==> config.mk <==
export PLATFORM = sky130hd
export DESIGN_NAME = tcce_front_flat
export DESIGN_NICKNAME = d
export VERILOG_FILES = /design/src/sv/tcce_pkg.sv /design/src/sv/tcce_if.sv /design/src/sv/tcce_front.sv /design/src/flat_wrapper.sv
export SDC_FILE = /design/constraint.sdc
export NUM_CORES = 1
export LEC_CHECK = 0
export ABC_AREA = 1
export BUFFER_PORTS_ARGS = -buffer_cell sky130_fd_sc_hd__clkbuf_2
export CORE_MARGIN = 1.5
export CORE_UTILIZATION = 26
export DETAILED_ROUTE_END_ITERATION = 10
export PLACE_DENSITY = 0.92
export SLEW_MARGIN = 0
export SYNTH_ARGS = -nofsm -noshare
export SYNTH_HDL_FRONTEND = slang
export SYNTH_SLANG_ARGS = --single-unit
==> constraint.sdc <==
create_clock -name vclk -period 0.8
set_clock_uncertainty 0.05 [all_clocks]
set_input_delay 0.04 -clock vclk [all_inputs]
set_output_delay 0.04 -clock vclk [all_outputs]
set_load 0.05 [all_outputs]
==> src/sv/tcce_pkg.sv <==
`timescale 1ns / 1ps
// ----------------------------------------------------------------------------
// tcce_pkg
// Shared types and constants of the text console cursor engine.
// ----------------------------------------------------------------------------
package tcce_pkg;

  // field widths on the channels
  localparam int CMD_W       = 3;
  localparam int BYTE_W      = 8;
  localparam int ROW_OUT_W   = 5;
  localparam int COL_OUT_W   = 7;
  localparam int CELL_W      = 16;
  localparam int CFG_IDX_W   = 4;
  localparam int CFG_DATA_W  = 8;
  localparam int LAST_ROW_W  = 5;

  // command codes
  localparam logic [CMD_W-1:0] CMD_PUT_CHAR = 3'd0;
  localparam logic [CMD_W-1:0] CMD_SET_POS  = 3'd1;
  localparam logic [CMD_W-1:0] CMD_SET_COLOR = 3'd2;
  localparam logic [CMD_W-1:0] CMD_CLEAR    = 3'd3;
  localparam logic [CMD_W-1:0] CMD_SCROLL   = 3'd4;
  localparam logic [CMD_W-1:0] CMD_READ     = 3'd5;

  // register indexes
  localparam logic [CFG_IDX_W-1:0] REG_LAST_ROW = 4'd0;
  localparam logic [CFG_IDX_W-1:0] REG_COLUMNS  = 4'd1;

  // register and state reset values
  localparam logic [LAST_ROW_W-1:0] LAST_ROW_RST = 5'd24;
  localparam logic [CFG_DATA_W-1:0] COLUMNS_RST  = 8'd80;
  localparam logic [BYTE_W-1:0]     ATTR_RST     = 8'd7;

  // special characters
  localparam logic [BYTE_W-1:0] CH_CR    = 8'h0d;
  localparam logic [BYTE_W-1:0] CH_LF    = 8'h0a;
  localparam logic [BYTE_W-1:0] CH_TAB   = 8'h09;
  localparam logic [BYTE_W-1:0] CH_BLANK = 8'h20;

  // command queue between front and back
  localparam int QUEUE_DEPTH = 2;

  typedef enum logic [3:0] {
    OP_CR,
    OP_LF,
    OP_TAB,
    OP_CHAR,
    OP_SETPOS,
    OP_COLOR,
    OP_CLEAR,
    OP_SCROLL,
    OP_READ,
    OP_NOP
  } op_t;

  typedef struct packed {
    op_t               op;
    logic [BYTE_W-1:0] data;
    logic [BYTE_W-1:0] row;
    logic [BYTE_W-1:0] col;
  } cmd_t;

  typedef enum logic [2:0] {
    ST_IDLE,
    ST_CLEAR,
    ST_SYNC,
    ST_SCROLL,
    ST_BLANK,
    ST_READ,
    ST_RESP
  } state_t;

endpackage

==> src/sv/tcce_if.sv <==
`timescale 1ns / 1ps
// ----------------------------------------------------------------------------
// tcce channel interfaces
// Command channel and result channel with valid/ready handshake.
// ----------------------------------------------------------------------------
interface tcce_in_if;
  logic                             valid;
  logic                             ready;
  logic [tcce_pkg::CMD_W-1:0]       command;
  logic [tcce_pkg::BYTE_W-1:0]      char_code;
  logic [tcce_pkg::BYTE_W-1:0]      row;
  logic [tcce_pkg::BYTE_W-1:0]      col;
  logic [tcce_pkg::BYTE_W-1:0]      color;

  modport source (output valid, command, char_code, row, col, color, input ready);
  modport sink   (input valid, command, char_code, row, col, color, output ready);
endinterface


==> src/sv/tcce_front.sv <==
`timescale 1ns / 1ps
// ----------------------------------------------------------------------------
// tcce_front
// Accepts command items and classifies them into engine operations.
// ----------------------------------------------------------------------------
module tcce_front (
  tcce_in_if.sink         in_ch,
  input  logic            can_push,
  output logic            push,
  output tcce_pkg::cmd_t  cmd
);

  assign in_ch.ready = can_push;
  assign push        = in_ch.valid && can_push;

  always_comb begin
    cmd.row  = in_ch.row;
    cmd.col  = in_ch.col;
    cmd.data = in_ch.char_code;
    case (in_ch.command)
      tcce_pkg::CMD_PUT_CHAR: begin
        case (in_ch.char_code)
          tcce_pkg::CH_CR:  cmd.op = tcce_pkg::OP_CR;
          tcce_pkg::CH_LF:  cmd.op = tcce_pkg::OP_LF;
          tcce_pkg::CH_TAB: cmd.op = tcce_pkg::OP_TAB;
          default:          cmd.op = tcce_pkg::OP_CHAR;
        endcase
      end
      tcce_pkg::CMD_SET_POS:   cmd.op = tcce_pkg::OP_SETPOS;
      tcce_pkg::CMD_SET_COLOR: begin
        cmd.op   = tcce_pkg::OP_COLOR;
        cmd.data = in_ch.color;
      end
      tcce_pkg::CMD_CLEAR:     cmd.op = tcce_pkg::OP_CLEAR;
      tcce_pkg::CMD_SCROLL:    cmd.op = tcce_pkg::OP_SCROLL;
      tcce_pkg::CMD_READ:      cmd.op = tcce_pkg::OP_READ;
      default:                 cmd.op = tcce_pkg::OP_NOP;
    endcase
  end

endmodule

==> src/flat_wrapper.sv <==
// flat-port wrapper written by rule: the top's interface ports become plain ports
module tcce_front_flat 
  (can_push, push, cmd, in_ch_valid, in_ch_command, in_ch_char_code, in_ch_row, in_ch_col, in_ch_color, in_ch_ready);
  tcce_in_if in_ch_i ();
  input  logic can_push;
  output logic push;
  output tcce_pkg::cmd_t cmd;
  input wire logic [$bits(in_ch_i.valid)-1:0] in_ch_valid;
  input wire logic [$bits(in_ch_i.command)-1:0] in_ch_command;
  input wire logic [$bits(in_ch_i.char_code)-1:0] in_ch_char_code;
  input wire logic [$bits(in_ch_i.row)-1:0] in_ch_row;
  input wire logic [$bits(in_ch_i.col)-1:0] in_ch_col;
  input wire logic [$bits(in_ch_i.color)-1:0] in_ch_color;
  output wire logic [$bits(in_ch_i.ready)-1:0] in_ch_ready;
  assign in_ch_i.valid = in_ch_valid;
  assign in_ch_i.command = in_ch_command;
  assign in_ch_i.char_code = in_ch_char_code;
  assign in_ch_i.row = in_ch_row;
  assign in_ch_i.col = in_ch_col;
  assign in_ch_i.color = in_ch_color;
  assign in_ch_ready = in_ch_i.ready;
  tcce_front u_core (.in_ch(in_ch_i), .can_push(can_push), .push(push), .cmd(cmd));
endmodule
== Word-level counts from Yosys, hierarchy flattened ==
Cells that the tools add are included.
Word-level totals
  memories kept: 0
  register bits: 0
  word-level logic and storage cells: 13
  input port bits: 37
  output and inout port bits: 30
  bits in writable memories: 0
  bits in read-only memories: 0
  bits in latches: 0
Cells by class
  $mul: 0
  equal/unequal tests: 8
  $add $sub $neg: 0
  multiplexer cells: 3
  reduce and logical (&&, ||, !) cells: 2
  shifts and indexed selects: 0
  div/mod/pow operators: 0
  bitwise gates (word level): 0
  order comparisons: 0
Operator list (count)
  == test 8 x 4 -> 1 bit, second input constant: 3
  case mux 4 bit (6 select lines): 1
  two-way mux 8 bit: 1
  == test 3 x 2 -> 1 bit, second input constant: 2
  == test 3 bit, second input constant: 2
  case mux 2 bit (3 select lines): 1
  == test 3 x 1 -> 1 bit, second input constant: 1
  logical NOT 3 bit: 1
  logical AND 1 bit: 1

== Longest topological paths before layout ==
  depth after elaboration: 3
  gate-level depth with buffers: 7
  depth with buffers taken out: 7

== Worst setup path after synthesis ==
No wires, ideal clock.
  kind: input to output
  from: in in_ch_command[2]
  to: out cmd[26] (netlist bit)
  buffers on the path: 0
  required time: 0.710 ns
  arrival: 1.412 ns
  path slack: -0.702 ns
  stages: 4
  cells stage by stage: inv_1 nor2_1 or2_2 o211ai_1
RTL lines
  start: declaration: line flat_wrapper.sv:9  | input wire logic [$bits(in_ch_i.command)-1:0] in_ch_command;
  end: declaration: line flat_wrapper.sv:7  | output tcce_pkg::cmd_t cmd;

==> flow_summary.toml <==
[run_status]
status = "finished, violations left"
violations = "negative setup slack"

[layout]
layout-drive-gt1-share_pct = 83.5
syn_to_final_growth_pct = 139
layout.cells.non_filler = 112
seq_cell_count = 0
fillers = 106
nClkBuffers = 0
seq_area_um2 = 0
finalCoreUtilization_pct = 68.5
final_cell_area_um2 = 925
antennaDiodeCount = 0
fin_nets = 136

[die]
row_count = 13
num_io_pins = 67
initial_core_util_pct = 28.6
core_area_um2 = 1350
die-area_um2 = 1730
die_y_um = 41.6
die_w_um = 41.6

[synth]
synthXorXnorAreaFrac_pct = 0
netlist_instances = 64
synth_compound_area_share_pct = 9.71
synth_cell_type_count = 17
synth_nets = 101
synth_warnings = 0
synth_simple_gate_area_share_pct = 30.1
netlist_area_um2 = 387
muxShareOfSynthArea_pct = 17.5
syn_avg_cell_area_um2 = 6.04
synth-adder-area-share_pct = 0
ys_top_cells_by_area = "buf_4, mux2_4, nor2_1"
synth_top_family_by_area = "buffers and inverters"
synth_largest_area_cell = "buf_4"
synth_seq_area_share_pct = 0
synth_top_area_share_pct = 33.0

[grt]
grt_max_degree = 9
grt_antenna_before_repair = 0
grt_pass1_wl_um = 2260
grt-ovfl-total = 0
grt_pass1_vias = 557
track_usage_pct = 16.3

[sta]
fin_crit_sh_pct = 135
tns_ns = -2.32
rsz0062_at_grt = "true"
fin_crit_ns = 1.08
timing.slew.headroom_pct = 81.4
worst_pin_slew_ns = 0.280
fmax_mhz = 923
finalHoldViolCount = 0
report.final.setup_viol = 12
drv_slew = 0
finalWorstSetupSlack_ns = -0.284

[detailed_routing]
routed-via-count = 543
drt_iter0_drc = 4
ant_nets = 0
dr.pass1.iters = 4
wl_um = 1520
wl_per_cell_um = 13.6
route.detailed.drc = 0
via_per_inst = 4.85

[power]
power_uw = 730
p_leak_uw = 0.000461
max-vdd-ir-drop_v = 0.000410
power.density_nw_per_um2 = 789

[worst_hold_path]
min_path_type = "in2out"

[critical_path]
required_ns = 0.71
startpoint_type = "primary input"
path_max_fanout = 3
critPathCaptureType = "primary output"
crit_arrival_ns = 0.99
crit_type = "in2out"

[placement]
gp_congestion = 0.720
post-place-cells = 104
place.port_buffers = 35
dp_hpwl_um = 1040
post_dp_cell_area_um2 = 633

[job]
maxCapViolations = 0
==> worst paths after layout <==
kind	startpoint	endpoint	slack [ns]	cells past startpoint
max	in_ch_command[1]	cmd[26]	-0.28	7
min	in_ch_col[0]	cmd[0]	0.03	0
==> Yosys cell counts (all sizes together) <==
master and count:
or2 1, nor2 13, inv 7, nor3 1, buf 18, nand2 10
nand3b 1, o211ai 1, o21ai 1, mux2 5, nand4 1, a21oi 5
==> placed cells by master (no fill, tap or decap), types with 2 or more instances in the layout <==
cell type  Yosys  final
a21oi_1        5      2
a21oi_4        0      3
buf_12         0      3
buf_4         17     10
buf_6          1      5
buf_8          0     11
clkbuf_2       0     20
inv_1          6      3
inv_2          1      3
mux2_4         3      5
nand2_1        9      6
nand2_2        1      2
nand2_4        0      2
nor2_2         1      2
nor2_4         0     10
==> worst max-delay path, cell delays in order <==
cell	delay, ns
clkbuf_16	0.14
buf_8	0.12
nor2_4	0.10
nor2_4	0.04
or2_4	0.23
o211ai_1	0.10
clkbuf_8	0.22
==> layout make-up <==
cell class | count | area (um^2) | area share, %
inverters | 7 | 38.8 | 4.19
multi-input cells | 39 | 372 | 40.2
well taps | 15 | 18.8 | 2.03
repair buffers | 51 | 495 | 53.6
==> logic make-up after synthesis <==
| logic type | count (synthesis) |
|---|---|
| muxes | 5 |
| and+or+nand+nor | 27 |
| buffers and inverters | 25 |
| AOI/OAI and AO/OA | 7 |
==> metal layers <==
layer / vias up / share of wire (%) / global-route usage, %
li1: 255 / - / -
met3: 4 / 9.4 / 3.04
met4: 0 / 0.66 / 4.52
met5: - / 0 / 0
met1: 243 / 27 / 12.5
met2: 41 / 63 / 37.5
==> through the flow <==
step	hold slack, ns	setup slack, ns
CTS	0.0303	-0.285
floorplan	0.168	-0.233
finish	0.0300	-0.284
detailed placement	0.0303	-0.464
global route	0.0301	-0.301
global placement	0.0303	-0.418
==> report_power, final <==
group / internal, uW / leakage, uW / switching, uW
logic: 344 / 0.000461 / 385
registers: 0 / 0 / 0
clock network: 0 / 0 / 0
total: 344 / 0.000461 / 385
==> timing repair <==
| item | 4_1_cts | 5_1_grt |
|---|---|---|
| setup endpoints to repair | 12 | 12 |
| hold buffers | 0 | 0 |
| pin swaps | 8 | 13 |
| resized for setup | 40 | 25 |
| setup buffers | 7 | 1 |
| hold endpoints to repair | 0 | 0 |
Note: power is estimated with default switching activity, not from simulation.
