**src/sv/tcce_pkg.sv**
```systemverilog
`timescale 1ns / 1ps
// ----------------------------------------------------------------------------
// tcce_pkg
// Shared types and constants of the text console cursor engine.
// ----------------------------------------------------------------------------
package tcce_pkg;

  // field widths on the channels
  localparam int CMD_W       = 3;
  localparam int BYTE_W      = 8;
  localparam int ROW_OUT_W   = 5;
  localparam int COL_OUT_W   = 7;
  localparam int CELL_W      = 16;
  localparam int CFG_IDX_W   = 4;
  localparam int CFG_DATA_W  = 8;
  localparam int LAST_ROW_W  = 5;

  // command codes
  localparam logic [CMD_W-1:0] CMD_PUT_CHAR = 3'd0;
  localparam logic [CMD_W-1:0] CMD_SET_POS  = 3'd1;
  localparam logic [CMD_W-1:0] CMD_SET_COLOR = 3'd2;
  localparam logic [CMD_W-1:0] CMD_CLEAR    = 3'd3;
  localparam logic [CMD_W-1:0] CMD_SCROLL   = 3'd4;
  localparam logic [CMD_W-1:0] CMD_READ     = 3'd5;

  // register indexes
  localparam logic [CFG_IDX_W-1:0] REG_LAST_ROW = 4'd0;
  localparam logic [CFG_IDX_W-1:0] REG_COLUMNS  = 4'd1;

  // register and state reset values
  localparam logic [LAST_ROW_W-1:0] LAST_ROW_RST = 5'd24;
  localparam logic [CFG_DATA_W-1:0] COLUMNS_RST  = 8'd80;
  localparam logic [BYTE_W-1:0]     ATTR_RST     = 8'd7;

  // special characters
  localparam logic [BYTE_W-1:0] CH_CR    = 8'h0d;
  localparam logic [BYTE_W-1:0] CH_LF    = 8'h0a;
  localparam logic [BYTE_W-1:0] CH_TAB   = 8'h09;
  localparam logic [BYTE_W-1:0] CH_BLANK = 8'h20;

  // command queue between front and back
  localparam int QUEUE_DEPTH = 2;

  typedef enum logic [3:0] {
    OP_CR,
    OP_LF,
    OP_TAB,
    OP_CHAR,
    OP_SETPOS,
    OP_COLOR,
    OP_CLEAR,
    OP_SCROLL,
    OP_READ,
    OP_NOP
  } op_t;

  typedef struct packed {
    op_t               op;
    logic [BYTE_W-1:0] data;
    logic [BYTE_W-1:0] row;
    logic [BYTE_W-1:0] col;
  } cmd_t;

  typedef enum logic [2:0] {
    ST_IDLE,
    ST_CLEAR,
    ST_SYNC,
    ST_SCROLL,
    ST_BLANK,
    ST_READ,
    ST_RESP
  } state_t;

endpackage

```
**src/sv/tcce_queue.sv**
```systemverilog
`timescale 1ns / 1ps
// ----------------------------------------------------------------------------
// tcce_queue
// Short command queue; the head stays in place while the back executes it.
// ----------------------------------------------------------------------------
module tcce_queue (
  input  logic            clk,
  input  logic            rst_n,
  input  logic            push,
  input  tcce_pkg::cmd_t  push_cmd,
  input  logic            pop,
  output logic            can_push,
  output logic            head_valid,
  output tcce_pkg::cmd_t  head
);

  localparam int QD    = tcce_pkg::QUEUE_DEPTH;
  localparam int PTR_W = (QD > 1) ? $clog2(QD) : 1;
  localparam int CNT_W = $clog2(QD + 1);

  tcce_pkg::cmd_t   entry_r [QD];
  logic [PTR_W-1:0] wr_ptr_r, wr_ptr_nxt;
  logic [PTR_W-1:0] rd_ptr_r, rd_ptr_nxt;
  logic [CNT_W-1:0] cnt_r, cnt_nxt;

  assign can_push   = rst_n && (cnt_r != CNT_W'(QD));
  assign head_valid = (cnt_r != '0);
  assign head       = entry_r[rd_ptr_r];

  always_comb begin
    wr_ptr_nxt = wr_ptr_r;
    rd_ptr_nxt = rd_ptr_r;
    cnt_nxt    = cnt_r;
    if (push) begin
      wr_ptr_nxt = (wr_ptr_r == PTR_W'(QD - 1)) ? '0 : wr_ptr_r + PTR_W'(1);
    end
    if (pop) begin
      rd_ptr_nxt = (rd_ptr_r == PTR_W'(QD - 1)) ? '0 : rd_ptr_r + PTR_W'(1);
    end
    if (push && !pop) begin
      cnt_nxt = cnt_r + CNT_W'(1);
    end else if (pop && !push) begin
      cnt_nxt = cnt_r - CNT_W'(1);
    end
  end

  always_ff @(posedge clk) begin
    if (!rst_n) begin
      wr_ptr_r <= '0;
      rd_ptr_r <= '0;
      cnt_r    <= '0;
    end else begin
      wr_ptr_r <= wr_ptr_nxt;
      rd_ptr_r <= rd_ptr_nxt;
      cnt_r    <= cnt_nxt;
    end
  end

  always_ff @(posedge clk) begin
    if (push) begin
      entry_r[wr_ptr_r] <= push_cmd;
    end
  end

endmodule

```
**config.mk**
```make
export PLATFORM = sky130hd
export DESIGN_NAME = tcce_queue
export DESIGN_NICKNAME = d
export VERILOG_FILES = /design/src/sv/tcce_pkg.sv /design/src/sv/tcce_queue.sv
export SDC_FILE = /design/constraint.sdc
export NUM_CORES = 1
export LEC_CHECK = 0
export ABC_AREA = 1
export BUFFER_PORTS_ARGS = -buffer_cell sky130_fd_sc_hd__buf_2
export CAP_MARGIN = 0
export CORE_ASPECT_RATIO = 0.8
export CORE_MARGIN = 2
export CORE_UTILIZATION = 55
export CTS_CLUSTER_DIAMETER = 50
export DETAILED_ROUTE_END_ITERATION = 12
export GPL_ROUTABILITY_DRIVEN = 0
export PLACE_DENSITY = 0.81
export RECOVER_POWER = 50
export SLEW_MARGIN = 30
export SYNTH_ARGS = -nofsm -noshare
export SYNTH_HDL_FRONTEND = slang
export SYNTH_SLANG_ARGS = --single-unit
```
**constraint.sdc**
```tcl
create_clock -name clk -period 3.8 [get_ports clk]
set_clock_uncertainty 0.1 [all_clocks]
set_input_delay 1.14 -clock clk [delete_from_list [all_inputs] [get_ports clk]]
set_output_delay 1.14 -clock clk [all_outputs]
set_load 0.005 [all_outputs]
```
# After elaboration in Yosys (flattened, before gate mapping)
# Memory sizes are Yosys's and may differ from the RTL's. A register that Yosys moved wholly into a read port is not among the register bits.
# Index checks and enable logic that the tools add are counted.
# op_classes
add_sub_neg,4
multipliers,0
div,0
n_lt_le_gt_ge,0
n_eq_ne,1
shifts,0
muxes,8
n_bitwise,0
n_reduce_logical,7
# op_table
cell,count
1-bit two-way mux,6
2-bit two-way mux,2
2-bit nonzero test,2
1-bit logical AND,3
1-bit adder (second input constant),2
2-bit by 1-bit adder with 2-bit output (second input constant),1
1-bit zero test,2
2-bit != test (second input constant),1
2-bit by 1-bit subtractor with 2-bit output (second input constant),1
# word_totals
register_bits,4
latch_bits,0
mem_bits_rw,56
mem_bits_ro,0
output_inout_bits,30
word_cells,24
mem_count,1
# mem_list
name,words,width,rd,rd_clocked_by_memory_dff,wr,line_no,rtl
entry_r,2,28,1,1,1,tcce_queue.sv:21,tcce_pkg::cmd_t entry_r [QD];

# Depth between registers and ports, before layout
# Gate-level depths: netlist of the first run.
# depth
depth_word,4
mapped_depth,8
mapped_depth_nobuf,8

# Worst setup path before layout of the first run
# Ideal clock, no wire load.
# synth_timing
kind,in2reg
from,input push
to,"memory entry_r[0][0] (netlist name), enable pin"
setup_time_ns,0.413
t_arrival_ns,2.362
setup_slack_ns,0.924
stages,2
path_buffers,0
cell_sequence,inv_1 -> nor2_1
# synth_between
elab_chain_cells,2
# synth_rtl
item,line_no,rtl
"start, declared",tcce_queue.sv:9,"input logic push,"
1-bit two-way mux,tcce_queue.sv:60,if (push) begin
1-bit two-way mux (implied by the code),tcce_queue.sv:61,entry_r[wr_ptr_r] <= push_cmd;
"end, declared",tcce_queue.sv:21,
# Every way passes these cells.

==> metrics.log, run 1 <==
INFO  metric reg2reg_setup_slack = 2.11 ns
INFO  metric vias = 1240
INFO  metric ys_warn_count = 0
INFO  metric cp_slowest_stage_delay = 0.87 ns
INFO  metric netSwitchingFraction = 21.3%
INFO  metric synth.ff_latch_count = 61
INFO  metric die_w = 77.1 um
INFO  metric core_region_area = 4150 sq um
INFO  metric critical_path_arrival = 1.76 ns
INFO  metric layout_net_count = 224
INFO  metric synth.avg_cell_area = 19.6 sq um
INFO  metric max-cap-violations = 0
INFO  metric number_of_antenna_diodes = 0
INFO  metric critPathSlowestCell = sky130_fd_sc_hd__dfxtp_2
INFO  metric critical_path.startpoint_type = flip-flop
INFO  metric clock_tree.root_cell = sky130_fd_sc_hd__clkbuf_8
INFO  metric htree_num_levels = 3
INFO  metric post_cts_resize_count = 0
INFO  metric final.fill_count = 313
INFO  metric synth_net_count = 153
INFO  metric worst_ep_required_time = 2.56 ns
INFO  metric report.final.setup_viol = 0
INFO  metric finalNonFillerCells = 252
INFO  metric worstReg2RegEnd = entry_r[0][24]
INFO  metric classification_of_the_worst_setup_path = reg -> out
INFO  metric async_reset_ff_share = 0%
INFO  metric detail_route.wirelength = 3.72 mm
INFO  metric period_needed = 3.00 ns
INFO  metric clock_group_share_of_total_power = 31.5%
INFO  metric critical_path.endpoint = head[14]
INFO  metric finalSetupTns = 0 ns
INFO  metric first_global_vias = 1335
INFO  metric post_synth_instance_area = 2350 sq um
INFO  metric number_of_antenna_violations_at_the_first_check_in_global_routing = 0
INFO  metric worst_slew_margin_rel = 44.5%
INFO  metric initial_core_utilization = 56.6%
INFO  metric routed_wl_per_cell = 14.8 um
INFO  metric worst_setup_path_end_kind = output pin
INFO  metric setup_repair_after_global_routing_missed_its_margin = false
INFO  metric die_span_in_y = 62.5 um
INFO  metric static-leakage-power = 1.11 nW
INFO  metric io_pins = 62
INFO  metric post_cts.repair.setup_buffers = 0
INFO  metric synth.top_cells.by_count = 56 x sky130_fd_sc_hd__edfxtp_1, 20 x sky130_fd_sc_hd__mux2_4, 9 x sky130_fd_sc_hd__inv_1
INFO  metric post_synth_main_area_contributors = sky130_fd_sc_hd__edfxtp_1 72%, sky130_fd_sc_hd__mux2_4 13%, sky130_fd_sc_hd__dfxtp_1 4.3%
INFO  metric dpl.hpwl = 2.63 mm
INFO  metric dp_worst_setup_slack = 1.01 ns
INFO  metric synth.most_common_cell = sky130_fd_sc_hd__edfxtp_1
INFO  metric stdcell_area = 2820 sq um
INFO  metric place.detailed.instances = 237
INFO  metric synthSimpleGateAreaFrac = 2.45%
INFO  metric ys.flop_type = sky130_fd_sc_hd__edfxtp_1
INFO  metric clk_latency = 0.32 ns
INFO  metric cts.reportedPaths.clkPinSlew = 0.06 ns
INFO  metric numPortBuffers = 61
INFO  metric detail_route.first_pass.iterations = 5
INFO  metric p_int = 1.08 mW
INFO  metric power.sequential.fraction = 58.1%
INFO  metric flow.area_growth_from_synthesis = 20.0%
INFO  metric vias_per_cell = 4.92
INFO  metric post-synth-top-area-fraction = 71.5%
INFO  metric synth_unique_cells = 16
INFO  metric r2r_cells = 2
INFO  metric min_path_type = reg -> reg
INFO  metric number_of_remaining_drc_errors = 0
INFO  metric reg2reg_from = wr_ptr_r
INFO  metric drt-initial-drc-count = 39
INFO  metric power.ir.vdd_worst = 0.000335 V
INFO  metric area_of_combinational_cells_with_multiple_inputs = 487 sq um
INFO  metric die_area = 4820 sq um
INFO  metric globalRouteTotalUtil = 18.0%
INFO  metric synth-compound-area-share = 0.639%
INFO  metric dominant_combinational_cell_family_by_area_after_synthesis = multiplexers
INFO  metric grt_pass1_wl = 6.14 mm
INFO  metric clock_tree.buffer_depth = 2
INFO  metric synth-seq-area-share = 75.8%
INFO  metric post_dp_cell_area = 2700 sq um
INFO  metric timing_hold_violations_final = 0
INFO  metric number_of_enable_type_register_cells_in_the_synthesized_netlist = 56
INFO  metric layout.core_utilization = 67.9%
INFO  metric sequential_cell_area = 1780 sq um
INFO  metric share_of_cell_area_taken_by_muxes_after_synthesis = 16.6%
INFO  metric p_comb_share = 10.4%
INFO  metric overflow = 0
INFO  metric cts.sink_count = 61
INFO  metric adder_and_majority_gate_portion_of_the_synthesized_area = 0.532%
INFO  metric drive_above_1_share = 43.6%
INFO  metric fin_ws = 0.804 ns
INFO  metric timing_max_transition_violations_final = 0
INFO  metric grt_start_max_net_pins = 29
INFO  metric placement_rows = 21
INFO  metric critical_path_peak_fanout = 28
INFO  metric synth_largest_area_cell = sky130_fd_sc_hd__edfxtp_1
INFO  metric pwr_density_cell = 488 nW/um^2
INFO  metric power_switching = 0.292 mW
INFO  metric status = completed
INFO  metric cts-buffers-inserted = 9
INFO  metric tightestPinTransition = 0.832 ns
INFO  metric yosys.area_share.xor_xnor = 0.373%
INFO  metric syn_inst = 120
INFO  metric cp_cell_sequence = mux2_2 > buf_2
INFO  metric ant_nets = 0
INFO  metric max_freq = 334 MHz
INFO  metric tritoncts = yes
INFO  metric layout_worst_path_cycle_share = 78.8%
INFO  metric post_cts_hold_buffer_count = 0
## kinds of logic after synthesis
| group | count (synthesis) |
|---|---|
| adder cells (fa/ha/maj) | 1 |
| XOR/XNOR | 1 |
| buffers and inverters | 12 |
| multiplexers | 28 |
| AND/OR/NAND/NOR | 14 |
| AO/OA/AOI/OAI | 3 |
| flip-flops | 61 |
## worst max-delay path: cells and delay by family, from the launching register on
kind / cells / cell delay, ns
muxes: 1 / 0.42
buffers and inverters: 1 / 0.13
DFF: 1 / 0.87
## layout make-up
type                            count  share of cell area (%)
Clock buffer                       11                    4.66
Clock inverter                      4                   0.577
Inverter                            9                    1.20
Multi-Input combinational cell     47                    17.3
Sequential cell                    61                    63.2
Tap cell                           57                    2.53
Timing Repair Buffer               63                    10.6
## state kept, by name (all words and copies together) (netlist names), named ones only
name      count
cnt_r         2
entry_r      56
rd_ptr_r      1
wr_ptr_r      1
## layer usage
metal	GRT usage [%]	vias up	wire (um)
li1	-	588	-
met1	18.5	584	1410
met2	30.8	56	1940
met3	9.83	12	302
met4	7.37	0	61
met5	0	-	0
## power groups by stage
stage | Sequential [mW] | Clock, mW | Combinational (mW)
after floorplan | 0.797 | 0 | 0.104
after global placement | 0.811 | 0 | 0.139
after detailed placement | 0.815 | 0 | 0.147
after CTS | 0.801 | 0.450 | 0.147
after global routing | 0.805 | 0.484 | 0.156
final | 0.800 | 0.434 | 0.143
## cells in the final DEF (no fill, tap or decap), types with 2 or more instances in the layout
| cell type | Yosys | routed |
|---|---|---|
| sky130_fd_sc_hd__clkinv_1 | 0 | 3 |
| sky130_fd_sc_hd__mux2_4 | 20 | 20 |
| sky130_fd_sc_hd__buf_4 | 0 | 2 |
| sky130_fd_sc_hd__clkbuf_8 | 0 | 9 |
| sky130_fd_sc_hd__inv_1 | 9 | 9 |
| sky130_fd_sc_hd__clkbuf_1 | 0 | 20 |
| sky130_fd_sc_hd__dfxtp_1 | 5 | 4 |
| sky130_fd_sc_hd__mux2_2 | 8 | 8 |
| sky130_fd_sc_hd__edfxtp_1 | 56 | 56 |
| sky130_fd_sc_hd__a21oi_1 | 2 | 2 |
| sky130_fd_sc_hd__nor2_1 | 5 | 4 |
| sky130_fd_sc_hd__nand2_1 | 6 | 6 |
| sky130_fd_sc_hd__buf_2 | 0 | 43 |
## metrics by stage
stage               hold WS [ns]  power, mW
global route               0.490       1.44
finish                     0.422       1.38
floorplan                  0.380      0.901
CTS                        0.430       1.40
detailed placement         0.414      0.962
global placement           0.395      0.951
## worst min path at each step
stage / startpoint / endpoint / slack, ns / cells past startpoint
final: rd_ptr_r / rd_ptr_r / 0.42 / 2
after global routing: rd_ptr_r / rd_ptr_r / 0.49 / 2
after global placement: rd_ptr_r / rd_ptr_r / 0.39 / 2
after CTS: rd_ptr_r / rd_ptr_r / 0.43 / 2
after detailed placement: rd_ptr_r / rd_ptr_r / 0.41 / 2
after floorplan: rd_ptr_r / flip-flop / 0.38 / 2
Note: power is estimated with default switching activity, not from simulation.
==> run 2: changes to the inputs <==
--- a/config.mk
+++ b/config.mk
@@ -5,16 +5,16 @@
 export SDC_FILE = /design/constraint.sdc
 export NUM_CORES = 1
 export LEC_CHECK = 0
-export ABC_AREA = 1
+export ABC_AREA = 0
 export BUFFER_PORTS_ARGS = -buffer_cell sky130_fd_sc_hd__buf_2
 export CAP_MARGIN = 0
 export CORE_ASPECT_RATIO = 0.8
 export CORE_MARGIN = 2
-export CORE_UTILIZATION = 55
+export CORE_UTILIZATION = 51
 export CTS_CLUSTER_DIAMETER = 50
 export DETAILED_ROUTE_END_ITERATION = 12
 export GPL_ROUTABILITY_DRIVEN = 0
-export PLACE_DENSITY = 0.81
+export PLACE_DENSITY = 0.76
 export RECOVER_POWER = 50
 export SLEW_MARGIN = 30
 export SYNTH_ARGS = -nofsm -noshare
==> constraint.sdc (replaced) <==
create_clock -name clk -period 2.8 [get_ports clk]
set_clock_uncertainty 0.1 [all_clocks]
set_input_delay 0.84 -clock clk [delete_from_list [all_inputs] [get_ports clk]]
set_output_delay 0.84 -clock clk [all_outputs]
set_load 0.005 [all_outputs]
==> run 2 against run 1 <==
  * Combinational power rose by 32%
  * Critical path depth rose by 1
  * First-iteration DRC count did not move
  * Sequential power rose by 34%
  * Utilization fell by 2.2 points
  * Register-to-register slack got worse by 0.82 ns
  * Synthesized cell count fell by 8.3%
  * Sequential cell count did not move
  * Non-clock buffer count rose by 3
  * Global-route usage fell by 2.6 points
  * Critical path type unchanged
  * Sequential share of layout area rose by 1.2 points
==> metrics.log, run 2 <==
INFO  metric status = completed
INFO  metric leading_cell_type_in_the_layout_fill_and_taps_excluded = sky130_fd_sc_hd__edfxtp_1
INFO  metric netSwitchingFraction = 20.8%
INFO  metric io_pins = 62
INFO  metric report.final.setup_viol = 0
INFO  metric cts.reportedPaths.clkPinSlew = 0.06 ns
INFO  metric syn_inst = 110
INFO  metric total_power = 1.84 mW
INFO  metric finalSetupTns = 0 ns
INFO  metric ant_nets = 0
INFO  metric tritoncts = yes
INFO  metric grt_start_max_net_pins = 22
INFO  metric cp_cell_sequence = buf_12 > mux2_2 > buf_2
INFO  metric max-cap-violations = 0
INFO  metric timing_max_transition_violations_final = 0
INFO  metric timing_hold_violations_final = 0
INFO  metric setup_repair_after_global_routing_missed_its_margin = false
INFO  metric cts.sink_count = 61
INFO  metric number_of_enable_type_register_cells_in_the_synthesized_netlist = 56
INFO  metric initial_core_utilization = 53.5%
INFO  metric min_path_type = reg -> reg
INFO  metric post_dp_cell_area = 2650 sq um
INFO  metric die_w = 78.2 um
INFO  metric synth.most_common_cell = sky130_fd_sc_hd__edfxtp_1
INFO  metric drive_above_1_share = 46.5%
INFO  metric critical_path_arrival = 1.58 ns
INFO  metric synth.top_cells.by_count = 56 x sky130_fd_sc_hd__edfxtp_1, 28 x sky130_fd_sc_hd__mux2_2, 5 x sky130_fd_sc_hd__dfxtp_1
INFO  metric p_comb_share = 10.3%
INFO  metric synth_largest_area_cell = sky130_fd_sc_hd__edfxtp_1
INFO  metric routed_wl_per_cell = 14.0 um
INFO  metric ys_warn_count = 0
INFO  metric htree_num_levels = 3
INFO  metric layout_net_count = 217
INFO  metric finalHoldWorstSlack = 0.393 ns
INFO  metric critical_path_peak_fanout = 21
INFO  metric number_of_antenna_violations_at_the_first_check_in_global_routing = 0
INFO  metric top_register = entry_r
INFO  metric flow.area_growth_from_synthesis = 22.9%
INFO  metric power.ir.vdd_worst = 0.000359 V
INFO  metric post_cts_resize_count = 0
INFO  metric worst_setup_path_end_kind = output pin
INFO  metric numPortBuffers = 61
INFO  metric placement_rows = 21
INFO  metric worst_ep_required_time = 1.86 ns
INFO  metric p_int = 1.46 mW
INFO  metric globalRouteTotalUtil = 15.5%
INFO  metric cpLargestDelayFamily = flip-flops
INFO  metric post_cts_hold_buffer_count = 0
INFO  metric synth.ff_latch_count = 61
INFO  metric period_needed = 2.52 ns
INFO  metric synth-seq-area-share = 79.2%
INFO  metric number_of_antenna_diodes = 0
INFO  metric largest_register_ff_count = 56
INFO  metric detail_route.wirelength = 3.43 mm
INFO  metric clk_latency = 0.32 ns
INFO  metric drt-initial-drc-count = 39
INFO  metric core_region_area = 4200 sq um
INFO  metric clock_tree.buffer_depth = 2
INFO  metric overflow = 0
INFO  metric power.sequential.fraction = 58.1%
INFO  metric vias_per_cell = 4.78
INFO  metric post-synth-top-area-fraction = 74.8%
INFO  metric dpl.hpwl = 2.36 mm
INFO  metric max_freq = 397 MHz
INFO  metric critical_path.startpoint_type = flip-flop
INFO  metric vias = 1167
INFO  metric fin_ws = 0.281 ns
INFO  metric tightestPinTransition = 0.716 ns
INFO  metric synth.avg_cell_area = 20.4 sq um
INFO  metric worst_slew_margin_rel = 52.3%
INFO  metric synth_unique_cells = 17
INFO  metric cp.buffers_inverters = 2
INFO  metric clock_tree.root_cell = sky130_fd_sc_hd__clkbuf_8
INFO  metric clock_group_share_of_total_power = 31.7%
INFO  metric final.fill_count = 322
INFO  metric cts-buffers-inserted = 9
INFO  metric cp_slowest_stage_delay = 0.55 ns
INFO  metric critPathSlowestCell = sky130_fd_sc_hd__dfxtp_1
INFO  metric biggestRegsByFlops = entry_r (56), cnt_r (2)
INFO  metric classification_of_the_worst_setup_path = reg -> out
INFO  metric power_switching = 0.383 mW
INFO  metric grt_pass1_wl = 5.41 mm
INFO  metric die_area = 4960 sq um
INFO  metric number_of_remaining_drc_errors = 0
INFO  metric post_cts.repair.setup_buffers = 0
INFO  metric die_span_in_y = 63.4 um
INFO  metric pwr_density_cell = 666 nW/um^2
INFO  metric async_reset_ff_share = 0%
INFO  metric dp_worst_setup_slack = 0.595 ns
INFO  metric first_global_vias = 1207
INFO  metric post_synth_main_area_contributors = sky130_fd_sc_hd__edfxtp_1 75%, sky130_fd_sc_hd__mux2_2 14%, sky130_fd_sc_hd__dfxtp_1 4.5%
INFO  metric stdcell_area = 2760 sq um
INFO  metric ys.flop_type = sky130_fd_sc_hd__edfxtp_1
INFO  metric detail_route.first_pass.iterations = 4
INFO  metric synth_net_count = 143
INFO  metric static-leakage-power = 1.02 nW
INFO  metric layout_worst_path_cycle_share = 90.0%
INFO  metric mostFrequentLayoutCells = 56 x sky130_fd_sc_hd__edfxtp_1, 44 x sky130_fd_sc_hd__buf_2, 28 x sky130_fd_sc_hd__mux2_2, 20 x sky130_fd_sc_hd__clkbuf_1, 9 x sky130_fd_sc_hd__clkbuf_8
INFO  metric post_synth_instance_area = 2250 sq um
[run 2: routing by layer]
metal	vias to the layer above	GRT usage [%]	share of wire [%]
li1	567	-	-
met1	550	16.2	41
met2	44	25.3	49
met3	6	9.60	8.0
met4	0	5.92	1.4
met5	-	0	0
[run 2: path summary, 6_finish.rpt]
kind | from | end | slack [ns] | depth (start not counted)
max | flip-flop | head[2] | 0.28 | 3
min | cnt_r[1] | cnt_r[1] | 0.39 | 2
max reg2reg | wr_ptr_r | entry_r[1][6] | 1.29 | 2
min reg2reg | cnt_r[1] | cnt_r[1] | 0.39 | 2
[run 2: through the flow]
stage / std cells / utilization [%]
4_1_cts: 244 / 66.5
3_3_place_gp: 230 / 63.0
3_5_place_dp: 230 / 63.0
2_1_floorplan: 110 / -
5_1_grt: 244 / 65.7
6_report: 244 / 65.7
[run 2: layout make-up]
cell class / instances / area [sq um] / share of cell area (%)
Sequential cell: 61 / 1780 / 64.5
Clock buffer: 10 / 128 / 4.62
Inverter: 2 / 7.51 / 0.272
Multi-Input combinational cell: 44 / 432 / 15.6
Clock inverter: 4 / 17.5 / 0.634
Timing Repair Buffer: 66 / 327 / 11.8
Tap cell: 57 / 71.3 / 2.58
[run 2: worst register-to-register path, stage by stage, from the launching register on]
cell and delay (ns):
sky130_fd_sc_hd__dfxtp_1 0.33, sky130_fd_sc_hd__and2_0 0.15, sky130_fd_sc_hd__clkbuf_1 0.55
[run 2: power by group through the flow]
| stage | Sequential (mW) | Combinational (mW) | Clock (mW) |
|---|---|---|---|
| floorplan | 1.08 | 0.111 | 0 |
| global placement | 1.09 | 0.192 | 0 |
| detailed placement | 1.09 | 0.197 | 0 |
| CTS | 1.07 | 0.198 | 0.608 |
| global route | 1.07 | 0.209 | 0.645 |
| finish | 1.07 | 0.189 | 0.583 |
[run 2: cell families (layout without fill, tap and decap cells)]
family,count (synthesis),in the layout,share of synthesized area [%]
AOI/OAI and AO/OA,4,4,1.22
xor gates and xnor gates,3,3,1.17
muxes,28,28,14.0
DFF,61,61,79.2
buffers and inverters,5,82,1.56
adders and majority gates,1,1,0.556
and+or+nand+nor,8,8,2.23
